--- config.mk ---
export PLATFORM = sky130hd
export DESIGN_NAME = bmpt_divmod
export DESIGN_NICKNAME = d
export VERILOG_FILES = /design/src/design/bmpt_pkg.sv /design/src/design/bmpt_divmod.sv
export SDC_FILE = /design/constraint.sdc
export NUM_CORES = 1
export LEC_CHECK = 0
export BUFFER_PORTS_ARGS = -buffer_cell sky130_fd_sc_hd__buf_4
export CAP_MARGIN = 20
export CELL_PAD_IN_SITES_DETAIL_PLACEMENT = 0
export CELL_PAD_IN_SITES_GLOBAL_PLACEMENT = 1
export CORE_UTILIZATION = 38
export CTS_BUF_LIST = sky130_fd_sc_hd__clkbuf_2 sky130_fd_sc_hd__clkbuf_4 sky130_fd_sc_hd__clkbuf_8
export DETAILED_ROUTE_END_ITERATION = 12
export PLACE_DENSITY = 0.82
export SLEW_MARGIN = 25
export SYNTH_ARGS = -nofsm -noshare
export SYNTH_HDL_FRONTEND = slang
export SYNTH_SLANG_ARGS = --single-unit
--- constraint.sdc ---
create_clock -name clk -period 2.26 [get_ports clk]
set_input_delay 0.452 -clock clk [delete_from_list [all_inputs] [get_ports clk]]
set_output_delay 0.452 -clock clk [all_outputs]
set_load 0.03 [all_outputs]
--- src/design/bmpt_pkg.sv ---
// Package for the binomial modulo prime table block.
// Holds widths, table depth, status codes and opcodes. No dependencies.
package bmpt_pkg;
    localparam int TableBound = 1023;
    localparam int IdxW = 10;
    localparam int ValW = 31;
    localparam logic [ValW-1:0] ModulusReset = 31'd1000000007;
    localparam logic [1:0] StOk = 2'd0;
    localparam logic [1:0] StRAboveN = 2'd1;
    localparam logic [1:0] StNotBuilt = 2'd2;
    localparam logic OpBuild = 1'b0;
    localparam logic OpQuery = 1'b1;
    typedef logic [ValW-1:0] val_t;
    typedef logic [IdxW-1:0] idx_t;
endpackage

--- src/design/bmpt_divmod.sv ---
// Restoring divider of the modulus by a table index, one quotient bit a cycle.
// Depends on bmpt_pkg.
module bmpt_divmod
    import bmpt_pkg::*;
(
    input  logic clk,
    input  logic rst_n,
    input  logic start,
    input  val_t num,
    input  idx_t den,
    output logic done,
    output val_t quo,
    output idx_t rem
);
    localparam int CntW = $clog2(ValW + 1);
    logic busy_reg;
    logic [CntW-1:0] cnt_reg;
    val_t q_reg;
    logic [IdxW:0] r_reg;
    idx_t d_reg;
    logic [IdxW:0] sh;
    logic [IdxW:0] diff;
    logic ge;

    always_comb
    begin
        sh = {r_reg[IdxW-1:0], q_reg[ValW-1]};
        diff = sh - {1'b0, d_reg};
        ge = sh >= {1'b0, d_reg};
    end

    assign done = busy_reg && (cnt_reg == CntW'(1));
    assign quo = {q_reg[ValW-2:0], ge};
    assign rem = ge ? diff[IdxW-1:0] : sh[IdxW-1:0];

    always_ff @(posedge clk or negedge rst_n)
    begin
        if (!rst_n)
        begin
            busy_reg <= 1'b0;
            cnt_reg <= '0;
        end
        else if (start)
        begin
            busy_reg <= 1'b1;
            cnt_reg <= CntW'(ValW);
        end
        else if (busy_reg)
        begin
            cnt_reg <= cnt_reg - 1'b1;
            if (cnt_reg == CntW'(1))
                busy_reg <= 1'b0;
        end
    end

    always_ff @(posedge clk)
    begin
        if (start)
        begin
            q_reg <= num;
            r_reg <= '0;
            d_reg <= den;
        end
        else if (busy_reg)
        begin
            q_reg <= {q_reg[ValW-2:0], ge};
            r_reg <= ge ? diff : sh;
        end
    end
endmodule

# Yosys cells after proc, flatten, opt, wreduce, memory -nomap -nowiden
# Index checks and enable logic that the tools add are counted.
[word_totals]
ff_bits = 57
out_inout_bits = 42
word_cells = 20
inputBits = 44
[op_classes]
n_reduce_logical = 2
magnitude_cmp = 1
n_eq_ne = 1
n_mux = 9
n_addsub = 2
[op_table]
columns = ["operator", "n"]
rows = [
  ["$mux 31", 2],
  ["$mux 10", 2],
  ["$ge 11x10->1", 1],
  ["$mux 5", 2],
  ["$sub 10x10->10", 1],
  ["$eq 5x1->1 const B", 1],
  ["$sub 5x1->5 const B", 1],
  ["$mux 1", 3],
  ["$reduce_bool 2->1", 1],
  ["$logic_and 1x1->1", 1],
]

# Depth between registers and ports, before layout
[logic_depth]
word_depth = 4
ltp_mapped = 10
mapped_depth_nobuf = 10

# Worst setup path after synthesis
# No wires, ideal clock.
[synth_path]
path_kind = "flip-flop to output port"
from = "register d_reg[4]"
to = "output port rem[0]"
stages_incl_launch_ff = 10
arrival_time_ns = 2.193
required_ns = 1.808
setup_slack_ns = -0.385
path_buffers = 2
cell_sequence = "edfxtp_1 inv_1 ha_1 a21oi_2 a21oi_1 o311ai_2 nand3_2 buf_6 buf_2 a21oi_1"
[synth_between]
elab_chain_cells = 2
[synth_rtl]
columns = ["item", "line", "rtl"]
rows = [
  ["start, declared", "bmpt_divmod.sv:20", "idx_t d_reg;"],
  ["start signal, assigned", "bmpt_divmod.sv:62", "d_reg <= den;"],
  ["$ge 11x10->1", "bmpt_divmod.sv:29", "ge = sh >= {1'b0, d_reg};"],
  ["net ge", "bmpt_divmod.sv:23", "logic ge;"],
  ["$mux 10", "bmpt_divmod.sv:34", "assign rem = ge ? diff[IdxW-1:0] : sh[IdxW-1:0];"],
  ["end, declared", "bmpt_divmod.sv:13", "output idx_t rem"],
]
# The timed path passes the listed nets, and every way through them passes these cells.

# Final worst setup path
[layout_path]
from = "register d_reg[4]"
to = "output port rem[1]"
[layout_between]
elab_chain_cells = 2
[layout_rtl]
columns = ["item", "line"]
rows = [
  ["$ge 11x10->1", "bmpt_divmod.sv:29"],
  ["$mux 10", "bmpt_divmod.sv:34"],
]
# No other way between the ends.

==> flow_summary.yaml <==
sta:
  hold_viol_final: 0
  tightest_slew_ns: 0.3408
  finalSetupViolations: 12
  finalCritPeriodShare_pct: 123.5
  fmax_mhz: 358.2
  finClkSkew_ns: 0.007837
  slew_viol_final: 0
  rsz0062_at_grt: "true"
  slew_headroom_pct: 77.12
  fin_ws_ns: -0.5318
  finalCriticalPeriod_ns: 2.792
setup_path:
  r2r_slack_ns: -0.02
  path_cells: "inv_2 -> ha_4 -> a21oi_4 -> a21oi_2 -> o311ai_4 -> nand3_2 -> buf_12 -> mux2_4 -> buf_6"
  critical_path_class: "reg2out"
  rr_worst_depth: 10
  r2r_start: "d_reg[4]$_DFFE_PP_"
  worst_setup_path_start_kind: "flop"
  critPathCaptureType: "primary output"
  cpMaxStageDelayCell: "edfxtp_1"
  path_max_fanout: 10
  rr_endpoint: "r_reg[7]$_SDFFE_PP0P_"
  critical-path-max-stage-delay_ns: 0.38
  cp.required_ns: 1.81
  arrival_ns: 2.34
synth:
  ys_warn_count: 0
  synth_simple_gate_area_share_pct: 8.899
  synth_nets: 334
  synth_top_family_by_area: "multiplexers"
  synth-edff-count: 41
  synth_ff_type: "edfxtp_1"
  synth_xor_area_share_pct: 2.459
  synthCells: 277
  synth_cell_types: 48
  ys_ff_latch: 57
  synthAdderAreaFrac_pct: 5.308
  synthArstFlopShare_pct: 10.53
  muxShareOfSynthArea_pct: 13.58
  avgSynthCellArea_um2: 11.57
  synth.cell_area_um2: 3206
  synth_compound_gate_area_share_pct: 9.602
  ys_seq_area_share_pct: 49.34
power_and_ir_drop:
  leakage_nw: 2.031
  p_comb_share_pct: 55.2
  internal-power_w: 0.003619
  ir_worst_vdd_mv: 0.5655
  power_density_nw_per_um2: 1247
  power.switching_w: 0.002123
  seqPwrFrac_pct: 24.5
  clockPowerShare_pct: 20.2
  p_sw_share_pct: 36.97
global_route:
  grt.overflow.total: 0
  grt_antenna_before_repair: 0
  grt_start_max_net_pins: 52
  grt.total_usage_pct: 17.76
  grt_pass1_wl_mm: 11.80
  grt_pass1_vias: 2412
clock_network:
  cts_inserted_buffers: 9
  cts_sinks: 57
  h-tree-depth: 3
  clkTransAtPathRegs_ns: 0.06
  cts_tree: "yes"
  clk_latency_ns: 0.33
  cts_buffer_depth: 2
  cts_root_buf: "clkbuf_8"
routing:
  drt-initial-drc-count: 113
  viasPerCell: 4.841
  totalWireLength_mm: 7.236
  first_pass_iters: 4
  post-route-drc-count: 0
  route.vias.total: 2348
  wl_per_cell_um: 14.92
  ant_nets: 0
worst_hold_path:
  min_path_type: "in2reg"
  worstHoldStart: "den[7]"
  whs_path_depth: 1
  holdPathEnd: "d_reg[7]$_DFFE_PP_"
finish:
  largest_register_ffs: 31
  area_growth_syn_to_layout_pct: 43.60
  nets: 432
  drive_above_1_share_pct: 57.89
  utilization_pct: 56.31
  antenna_cells: 0
  final_area_um2: 4603
placement:
  routabilityCongestion: 0.8002
  hpwl_mm: 4.991
  port_buffers: 85
  placed_area_um2: 4105
flow_run:
  cap_violations: 0
die:
  die_h_um: 93.85
  rows: 33
  num_io_pins: 86
  initial_core_util_pct: 39.21
  die_x_um: 93.85
  die_area_um2: 8807
  core_um2: 8175
outcome:
  status: "complete, but fails checks"
  violations: "negative setup slack"
worst max path at each step:
stage / startpoint / to / slack, ns / cells after the start
2_1_floorplan: d_reg[4]$_DFFE_PP_ / rem[8] / -0.03 / 9
3_3_place_gp: d_reg[3]$_DFFE_PP_ / rem[7] / -0.21 / 9
3_5_place_dp: d_reg[3]$_DFFE_PP_ / rem[1] / -0.22 / 9
4_1_cts: d_reg[4]$_DFFE_PP_ / rem[1] / -0.55 / 9
5_1_grt: d_reg[4]$_DFFE_PP_ / rem[1] / -0.64 / 9
6_report: d_reg[4]$_DFFE_PP_ / rem[1] / -0.53 / 9
cells in the final DEF, fill, tap and decap left out, types with 6 or more instances in the layout:
| cell | Yosys | final |
|---|---|---|
| buf_4 | 31 | 111 |
| buf_6 | 1 | 14 |
| clkbuf_8 | 0 | 9 |
| dfrtp_1 | 6 | 6 |
| dfxtp_1 | 10 | 10 |
| edfxtp_1 | 41 | 41 |
| ha_1 | 12 | 7 |
| inv_1 | 17 | 13 |
| mux2_2 | 32 | 31 |
| mux2_4 | 5 | 6 |
| nand2_1 | 14 | 13 |
| nor2_1 | 21 | 18 |
| o21a_1 | 6 | 6 |
| xnor2_1 | 8 | 7 |
final cells by class:
type                       count  area [um2]
fill                         701        3572
sequential                    57        1582
multi-input combinational    161        1526
timing repair buffer         129        1061
clock buffer                  10       131.4
tap                          105       131.4
clock inverter                 6       107.6
inverter                      17       63.81
cell usage after synthesis (2+ instances only):
cell | instances | area share [%]
ha_1 | 12 | 4.7
dfxtp_1 | 10 | 6.2
and3_1 | 4 | 0.78
a211oi_1 | 3 | 0.70
nor2_1 | 21 | 2.5
nand2_1 | 14 | 1.6
nand3_1 | 5 | 0.78
o21ai_0 | 4 | 0.62
o21a_1 | 6 | 1.4
inv_1 | 17 | 2.0
nand2b_1 | 2 | 0.39
nor3_1 | 4 | 0.62
clkbuf_1 | 8 | 0.94
a21o_1 | 5 | 1.2
mux2_4 | 5 | 2.3
mux2_2 | 32 | 11
o221ai_1 | 2 | 0.55
buf_4 | 31 | 7.3
a21oi_1 | 9 | 1.4
or2_2 | 2 | 0.39
nor2b_1 | 2 | 0.39
xnor2_1 | 8 | 2.2
dfrtp_1 | 6 | 4.7
edfxtp_1 | 41 | 38
power by group through the flow:
stage                     combinational, W  clock [W]  sequential, W
after floorplan                    0.00187          0        0.00141
after global routing               0.00338    0.00125        0.00143
after global placement             0.00264          0        0.00141
final                              0.00317    0.00116        0.00141
after detailed placement           0.00267          0        0.00142
after CTS                          0.00309    0.00119        0.00140
stage by stage:
step / hold WS [ns] / worst slack, ns / total power [W] / std cells / setup TNS, ns
floorplan: 0.1564 / -0.03389 / 0.003273 / 277 / -0.07342
global placement: 0.2644 / -0.2120 / 0.004048 / 460 / -1.635
detailed placement: 0.2679 / -0.2200 / 0.004091 / 460 / -2.017
CTS: 0.2747 / -0.5522 / 0.005686 / 482 / -5.722
global route: 0.2713 / -0.6376 / 0.006057 / 485 / -6.651
finish: 0.2984 / -0.5318 / 0.005741 / 485 / -5.298
cells by family (layout without fill, tap and decap cells):
| kind of cell | after synthesis | count (layout) |
|---|---|---|
| and+or+nand+nor | 60 | 60 |
| buffers and inverters | 59 | 162 |
| DFF | 57 | 57 |
| AOI/OAI and AO/OA | 42 | 42 |
| muxes | 37 | 37 |
| adders and majority gates | 13 | 13 |
| xor gates and xnor gates | 9 | 9 |
worst max-delay path: cells and delay by family, from the launching register on:
family	cells	cell delay (ns)
DFF	1	0.38
muxes	1	0.32
adders and majority gates	1	0.22
AOI/OAI and AO/OA	3	0.53
and+or+nand+nor	1	0.16
buffers and inverters	3	0.41
routing by layer:
| metal | GRT usage (%) | routed length [um] | up-vias |
|---|---|---|---|
| met5 | 0 | 0 | - |
| met4 | 4.615 | 83 | 0 |
| met3 | 5.987 | 398 | 7 |
| met2 | 28.10 | 3516 | 61 |
| met1 | 23.18 | 3237 | 1122 |
| li1 | - | - | 1158 |
what timing repair did:
item,4_1_cts,5_1_grt
setup endpoints to repair,12,16
hold buffers,1,0
endpoints found under the hold margin,6,0
gates resized for setup,23,16
pin swaps,5,5
setup buffers,4,5
cloned,1,0
No activity file was read; power rests on OpenSTA's default activity.
