<file path="src/design/bmpt_pkg.sv">
// Package for the binomial modulo prime table block.
// Holds widths, table depth, status codes and opcodes. No dependencies.
package bmpt_pkg;
    localparam int TableBound = 1023;
    localparam int IdxW = 10;
    localparam int ValW = 31;
    localparam logic [ValW-1:0] ModulusReset = 31'd1000000007;
    localparam logic [1:0] StOk = 2'd0;
    localparam logic [1:0] StRAboveN = 2'd1;
    localparam logic [1:0] StNotBuilt = 2'd2;
    localparam logic OpBuild = 1'b0;
    localparam logic OpQuery = 1'b1;
    typedef logic [ValW-1:0] val_t;
    typedef logic [IdxW-1:0] idx_t;
endpackage

</file>
<file path="src/design/bmpt_mulmod.sv">
// Shift-add modular multiplier, one bit of the multiplier per cycle.
// Depends on bmpt_pkg.
module bmpt_mulmod
    import bmpt_pkg::*;
(
    input  logic clk,
    input  logic rst_n,
    input  logic start,
    input  val_t a,
    input  val_t b,
    input  val_t m,
    output logic done,
    output val_t prod
);
    localparam int CntW = $clog2(ValW + 1);
    logic busy_reg, busy_next;
    logic [CntW-1:0] cnt_reg, cnt_next;
    val_t acc_reg, acc_next;
    val_t a_reg, a_next;
    val_t b_reg, b_next;
    logic [ValW:0] dbl;
    logic [ValW:0] dsub;
    val_t dred;
    logic [ValW:0] sum;
    logic [ValW:0] ssub;

    always_comb
    begin
        dbl = {acc_reg, 1'b0};
        dsub = dbl - {1'b0, m};
        dred = dsub[ValW] ? dbl[ValW-1:0] : dsub[ValW-1:0];
        if (dbl >= {1'b0, m})
            dred = dsub[ValW-1:0];
        else
            dred = dbl[ValW-1:0];
        sum = {1'b0, dred} + (b_reg[ValW-1] ? {1'b0, a_reg} : '0);
        ssub = sum - {1'b0, m};
        busy_next = busy_reg;
        cnt_next = cnt_reg;
        acc_next = acc_reg;
        a_next = a_reg;
        b_next = b_reg;
        if (start)
        begin
            busy_next = 1'b1;
            cnt_next = CntW'(ValW);
            acc_next = '0;
            a_next = (a >= m) ? a - m : a;
            b_next = b;
        end
        else if (busy_reg)
        begin
            acc_next = (sum >= {1'b0, m}) ? ssub[ValW-1:0] : sum[ValW-1:0];
            b_next = {b_reg[ValW-2:0], 1'b0};
            cnt_next = cnt_reg - 1'b1;
            if (cnt_reg == CntW'(1))
                busy_next = 1'b0;
        end
    end

    assign done = busy_reg && (cnt_reg == CntW'(1));
    assign prod = acc_next;

    always_ff @(posedge clk or negedge rst_n)
    begin
        if (!rst_n)
        begin
            busy_reg <= 1'b0;
            cnt_reg <= '0;
        end
        else
        begin
            busy_reg <= busy_next;
            cnt_reg <= cnt_next;
        end
    end

    always_ff @(posedge clk)
    begin
        acc_reg <= acc_next;
        a_reg <= a_next;
        b_reg <= b_next;
    end
endmodule

</file>
<file path="config.mk">
export PLATFORM = sky130hd
export DESIGN_NAME = bmpt_mulmod
export DESIGN_NICKNAME = d
export VERILOG_FILES = /design/src/design/bmpt_pkg.sv /design/src/design/bmpt_mulmod.sv
export SDC_FILE = /design/constraint.sdc
export NUM_CORES = 1
export LEC_CHECK = 0
export BUFFER_PORTS_ARGS = -buffer_cell sky130_fd_sc_hd__buf_2
export CORE_ASPECT_RATIO = 1.1
export CORE_MARGIN = 2
export CORE_UTILIZATION = 60
export CTS_CLUSTER_DIAMETER = 40
export DETAILED_ROUTE_END_ITERATION = 12
export PLACE_DENSITY_LB_ADDON = 0.08
export SLEW_MARGIN = 25
export SYNTH_ARGS = -nofsm -noshare
export SYNTH_HDL_FRONTEND = slang
export SYNTH_SLANG_ARGS = --single-unit
</file>
<file path="constraint.sdc">
create_clock -name clk -period 23.2 [get_ports clk]
set_input_delay 4.64 -clock clk [delete_from_list [all_inputs] [get_ports clk]]
set_output_delay 4.64 -clock clk [all_outputs]
set_load 0.005 [all_outputs]
</file>
After elaboration in Yosys (flattened, before gate mapping)

Cells that the tools add are included.

Multipliers: 0
Div/mod/pow operators: 0
Shift operators: 0
Order comparisons: 3
Bitwise gates (word level): 0
Add/subtract/negate cells: 5
Equal/unequal tests: 1
Reduce and logical (&&, ||, !) cells: 2
Multiplexer cells: 13

Operator list:

| kind                                                                | count |
|---|---|
| 31-bit two-way mux                                                  | 8 |
| 31-bit subtractor                                                   | 3 |
| 32-bit by 31-bit greater-or-equal comparator with 1-bit output      | 2 |
| 31-bit by 31-bit adder with 32-bit output                           | 1 |
| 31-bit greater-or-equal comparator                                  | 1 |
| 5-bit two-way mux                                                   | 2 |
| 5-bit by 1-bit == test with 1-bit output (second input constant)    | 1 |
| 5-bit by 1-bit subtractor with 5-bit output (second input constant) | 1 |
| 1-bit two-way mux                                                   | 3 |
| 2-bit nonzero test                                                  | 1 |
| 1-bit logical AND                                                   | 1 |

Output and inout bits: 32
Latch bits: 0
Memories kept: 0
Memory bits (writable): 0
Flip-flop bits (word level): 99
Input port bits: 96
Bits in read-only memories: 0

Longest topological paths before layout

Depth in word-level cells: 7
Mapped depth: 36
Mapped depth without buffers: 32

Worst setup path after synthesis

Ideal clock, no wire load.

Kind: in2out
Start point: input port m[0]
End point: output port prod[25]
Arrival time: 11.333 ns
Cell stages on the path: 34
Slack: 7.227 ns
Buffers on the path: 3
Cells stage by stage: inv_1 fa_1 a21o_1 a21oi_1 o21a_1 o211ai_1 and2_1 o21ai_0 a21oi_1 o21ai_0 nand2_1 clkbuf_1 mux2_2 ha_1 and3_2 nand4_1 or3b_2 a21boi_1 nor2_1 a21oi_1 a41oi_1 o21ai_0 xor2_1 ha_1 nor2b_1 a2111oi_0 nand2_1 nor2_1 a22oi_1 o21ba_1 buf_6 clkbuf_1 nand2_1 a311oi_1

Longest elaborated chain between the ends: 7

Ends and longest elaborated chain:

| item                                                                                                | RTL line                             | RTL |
|---|---|---|
| start: declaration                                                                                  | bmpt_mulmod.sv:11                    | `input val_t m,` |
| 31-bit subtractor or 32-bit by 31-bit greater-or-equal comparator with 1-bit output (tied branches) | bmpt_mulmod.sv:30, bmpt_mulmod.sv:32 |  |
| 31-bit two-way mux                                                                                  | bmpt_mulmod.sv:32                    | `if (dbl >= {1'b0, m})` |
| 31-bit by 31-bit adder with 32-bit output                                                           | bmpt_mulmod.sv:36                    | `sum = {1'b0, dred} + (b_reg[ValW-1] ? {1'b0, a_reg} : '0);` |
| 31-bit subtractor or 32-bit by 31-bit greater-or-equal comparator with 1-bit output (tied branches) | bmpt_mulmod.sv:37, bmpt_mulmod.sv:53 |  |
| 31-bit two-way mux (*)                                                                              | bmpt_mulmod.sv:53                    | `acc_next = (sum >= {1'b0, m}) ? ssub[ValW-1:0] : sum[ValW-1:0];` |
| 31-bit two-way mux (*)                                                                              | bmpt_mulmod.sv:51                    | `else if (busy_reg)` |
| 31-bit two-way mux (*)                                                                              | bmpt_mulmod.sv:43                    | `if (start)` |
| end: declaration                                                                                    | bmpt_mulmod.sv:13                    | `output val_t prod` |

Every way passes the cells marked *; elsewhere a longest branch is shown, timed or not.

Worst setup path in the final report

Start point: input port m[0]
End point: output port prod[18]

The elaborated chain is that of the path after synthesis.

==> out/summary.txt <==
=================================================================================================
Synthesized area divided by synthesized cell count                                      8.430 um2
Global Route Usage Sum                                                                     30.47%
Global-route wire length before repair                                                   47730 um
Deepest level of the CTS H-tree                                                                 3
Post-synth EDFFs                                                                               62
Worst-case clock skew                                                                  0.01308 ns
ANT cells                                                                                       0
Mean routed wirelength per cell                                                          17.95 um
Most used cells in the layout excluding fill and tap cells                           sky130_fd_sc_hd__a21oi_1 (138), sky130_fd_sc_hd__nor2_1 (128), sky130_fd_sc_hd__ha_1 (126), sky130_fd_sc_hd__buf_2 (126), sky130_fd_sc_hd__mux2_2 (69)
Startpoint type of the worst setup path                                                input port
Max-cap violations                                                                              0
Final Non-Filler Cells                                                                       1658
I/O Pins                                                                                      128
Global placement routability congestion                                                    0.9474
Switching component of the power                                                          1102 uW
CP max FO                                                                                      53
Portion of total power attributed to sequential cells                                       12.0%
Setup TNS                                                                                    0 ns
Synthesized netlist cell count                                                               1309
Cell area reported after detailed placement                                           0.01184 mm2
Via Count                                                                                   10178
Largest net degree at the start of global routing                                              61
Ratio of routed vias to standard cells                                                      6.139
FFs w/ async S/R, synth                                                                    6.061%
Post-Syn Area                                                                         0.01103 mm2
Final Hold Violating Endpoints                                                                  0
Comb power frac                                                                             80.7%
Fmax                                                                                  0.05621 GHz
Area Growth Syn to Fin                                                                     9.933%
Cell Pwr Density                                                                     177.7 mW/mm2
Post-route standard cell area excluding fillers                                       0.01213 mm2
Class of the tightest hold or removal check                                               reg2reg
Arrival @ worst endpoint                                                                 13.15 ns
Root buffer cell                                                                     sky130_fd_sc_hd__clkbuf_16
Int Power                                                                                 1053 uW
Most common library cell in the layout ignoring fill and taps                        sky130_fd_sc_hd__a21oi_1
CTS Sinks                                                                                      99
Placeable core region                                                                 0.01822 mm2
Net Count, Synth                                                                             1535
Slowest stage cell, crit path                                                        sky130_fd_sc_hd__a2111oi_0
Die Height                                                                               146.2 um
Rel. slew slack                                                                            33.07%
Sort of element at the end of the critical path                                      primary output
Static Leakage                                                                        0.005634 uW
Clock Path Buffers                                                                              2
Overall die area                                                                      0.01949 mm2
Number of design-rule violations left by the first detailed-router iteration                  696
Post-detail-place hpwl                                                                   23760 um
Transition time at the pin with the least slew margin                                    1.000 ns
Number of antenna violations at the first check in global routing                               0
Hold_buf cts                                                                                    0
Number of nets still failing antenna checks after routing                                       0
Initial cell density of the core                                                           60.57%
Dominant delay contributor by cell family on the critical path                       compound AO/OA/AOI/OAI gates
Fillers                                                                                      1601
Clock slew at the register clock pins of the worst setup and hold paths                   0.08 ns
Classification of the worst setup path                                                     in2out
Yosys warning count                                                                             0
Post-CTS sizing                                                                                 0
Fraction of the cycle the final worst path needs                                           76.68%
Portion of the post-synthesis area used by sequential elements                             23.86%
Main synth FF type                                                                   sky130_fd_sc_hd__edfxtp_1
Drc violations                                                                                  0
Port buffer count                                                                             127
Switching portion of total power                                                           51.14%
Number of placed instances, taps included                                                    1642
Count of pins over their slew limit                                                             0
Clock tree from TritonCTS                                                                   built
Post-synthesis register bit count                                                              99
Worst Hold Slack                                                                        0.5325 ns
Slowest Stage Delay on Critical Path                                                      0.73 ns
Number of distinct library cell variants in the gate-level netlist after synthesis             71
Final WL                                                                                 29770 um
Number of CTS-inserted buffers                                                                  9
Share of power burned in the clock network                                                   7.3%
GR Overflow Total                                                                               0
Horizontal die dimension                                                                 133.3 um
Yosys top cell area share                                                                  16.87%
Buffer count from post-CTS setup fixing                                                         0
Site Rows                                                                                      52
Result of the run                                                                    finished, final reports clean
Later-pin clock latency in the skew report                                                0.37 ns
Buf/Inv on CP                                                                                   5
Via count of the first global-routing pass                                                   9562
Main area contributors after synthesis                                               sky130_fd_sc_hd__edfxtp_1 (17%), sky130_fd_sc_hd__ha_1 (14%), sky130_fd_sc_hd__mux2_2 (7.0%), sky130_fd_sc_hd__a21oi_1 (6.3%), sky130_fd_sc_hd__dfxtp_1 (5.6%)
Fraction of final layout cells with drive strength greater than 1                          16.54%
Final number of setup-violating endpoints                                                       0
Worst vdd ir                                                                             161.1 uV
Net count reported at finish                                                                 1636
Critical path data required time                                                         18.56 ns
Synth area leader                                                                    sky130_fd_sc_hd__edfxtp_1
Final period demand of the worst path                                                    17.79 ns
RSZ-0062 raised after global routing                                                           no
First-pass detailed-route iteration total                                                       5
=================================================================================================
[worst register-to-register path: cells and delay by family (launching register included)]
kind	cells	cell delay, ns
AO/OA/AOI/OAI	15	3.77
AND/OR/NAND/NOR	10	1.77
adder cells (fa/ha/maj)	3	1.11
buffers and inverters	3	0.85
flip-flops	1	0.36
multiplexers	1	0.34
XOR/XNOR	1	0.24
[power by group through the flow]
stage	clock [uW]	sequential, uW	combinational (uW)
finish	158	258	1740
global placement	0	261	1680
CTS	158	258	1710
global route	163	261	1920
floorplan	0	248	1320
detailed placement	0	261	1700
[synth_stat cells (all sizes together), types with 5 or more instances]
cell type / instances
nor2b: 16
clkbuf: 36
o211ai: 10
o21ai: 64
or3: 6
dfxtp: 31
nand2: 69
and3: 7
nand3: 19
and2: 41
a31oi: 13
xor2: 41
mux2: 69
nand2b: 21
a211oi: 39
a21o: 53
nor3: 20
or2: 5
edfxtp: 62
o21bai: 20
a311oi: 6
o31a: 6
buf: 5
nand4: 22
ha: 126
nor4: 5
nor2: 128
o31ai: 5
o21a: 18
a21oi: 138
xnor2: 64
dfrtp: 6
mux2i: 8
inv: 65
a21boi: 6
[worst paths after layout]
path / startpoint / end / slack [ns] / cells after the start
min in group asynchronous: rst_n / cnt_reg[1] / 4.08 / 1
max in group asynchronous: rst_n / busy_reg / 18.97 / 1
setup / recovery: m[0] / prod[18] / 5.41 / 36
setup reg to reg: acc_reg[0] / acc_reg[27] / 14.64 / 33
hold / removal: cnt_reg[4] / cnt_reg[4] / 0.53 / 2
hold reg to reg: cnt_reg[4] / cnt_reg[4] / 0.53 / 2
[routing by layer]
layer  wire length, um  share of wire, %  GRT usage [%]  up-vias
met3              2340               7.9          4.688       44
met5                 0                 0              0        -
li1                  -                 -              -     5057
met4               852               2.9          10.43        0
met2             12510                42          46.21      368
met1             14060                47          44.25     4709
[metrics by stage]
step / utilization (%) / total power, uW / setup slack, ns
floorplan: - / 1573 / 7.227
global route: 66.59 / 2347 / 4.673
global placement: 65.01 / 1945 / 5.613
CTS: 66.57 / 2130 / 5.463
detailed placement: 65.01 / 1964 / 5.596
finish: 66.59 / 2156 / 5.411
[kinds of logic (layout without fill, tap and decap cells)]
kind of cell,Yosys count,count (layout),share of synthesized area (%)
AO/OA/AOI/OAI,421,421,24.90
flip-flops,99,99,23.86
multiplexers,77,77,7.767
adder cells (fa/ha/maj),130,130,15.01
XOR/XNOR,105,105,8.334
buffers and inverters,106,212,3.719
AND/OR/NAND/NOR,371,371,16.41
[layout make-up]
| cell class | count | area [um2] | area share (%) |
|---|---|---|---|
| inverters | 65 | 244.0 | 2.011 |
| clock buffers | 10 | 229.0 | 1.888 |
| clock inverters | 6 | 55.05 | 0.4538 |
| multi-input cells | 1104 | 7994 | 65.90 |
| flip-flops and latches | 99 | 2636 | 21.73 |
| well taps | 243 | 304.0 | 2.506 |
| repair buffers | 131 | 668.1 | 5.508 |
Note: power is estimated with default switching activity, not from simulation.
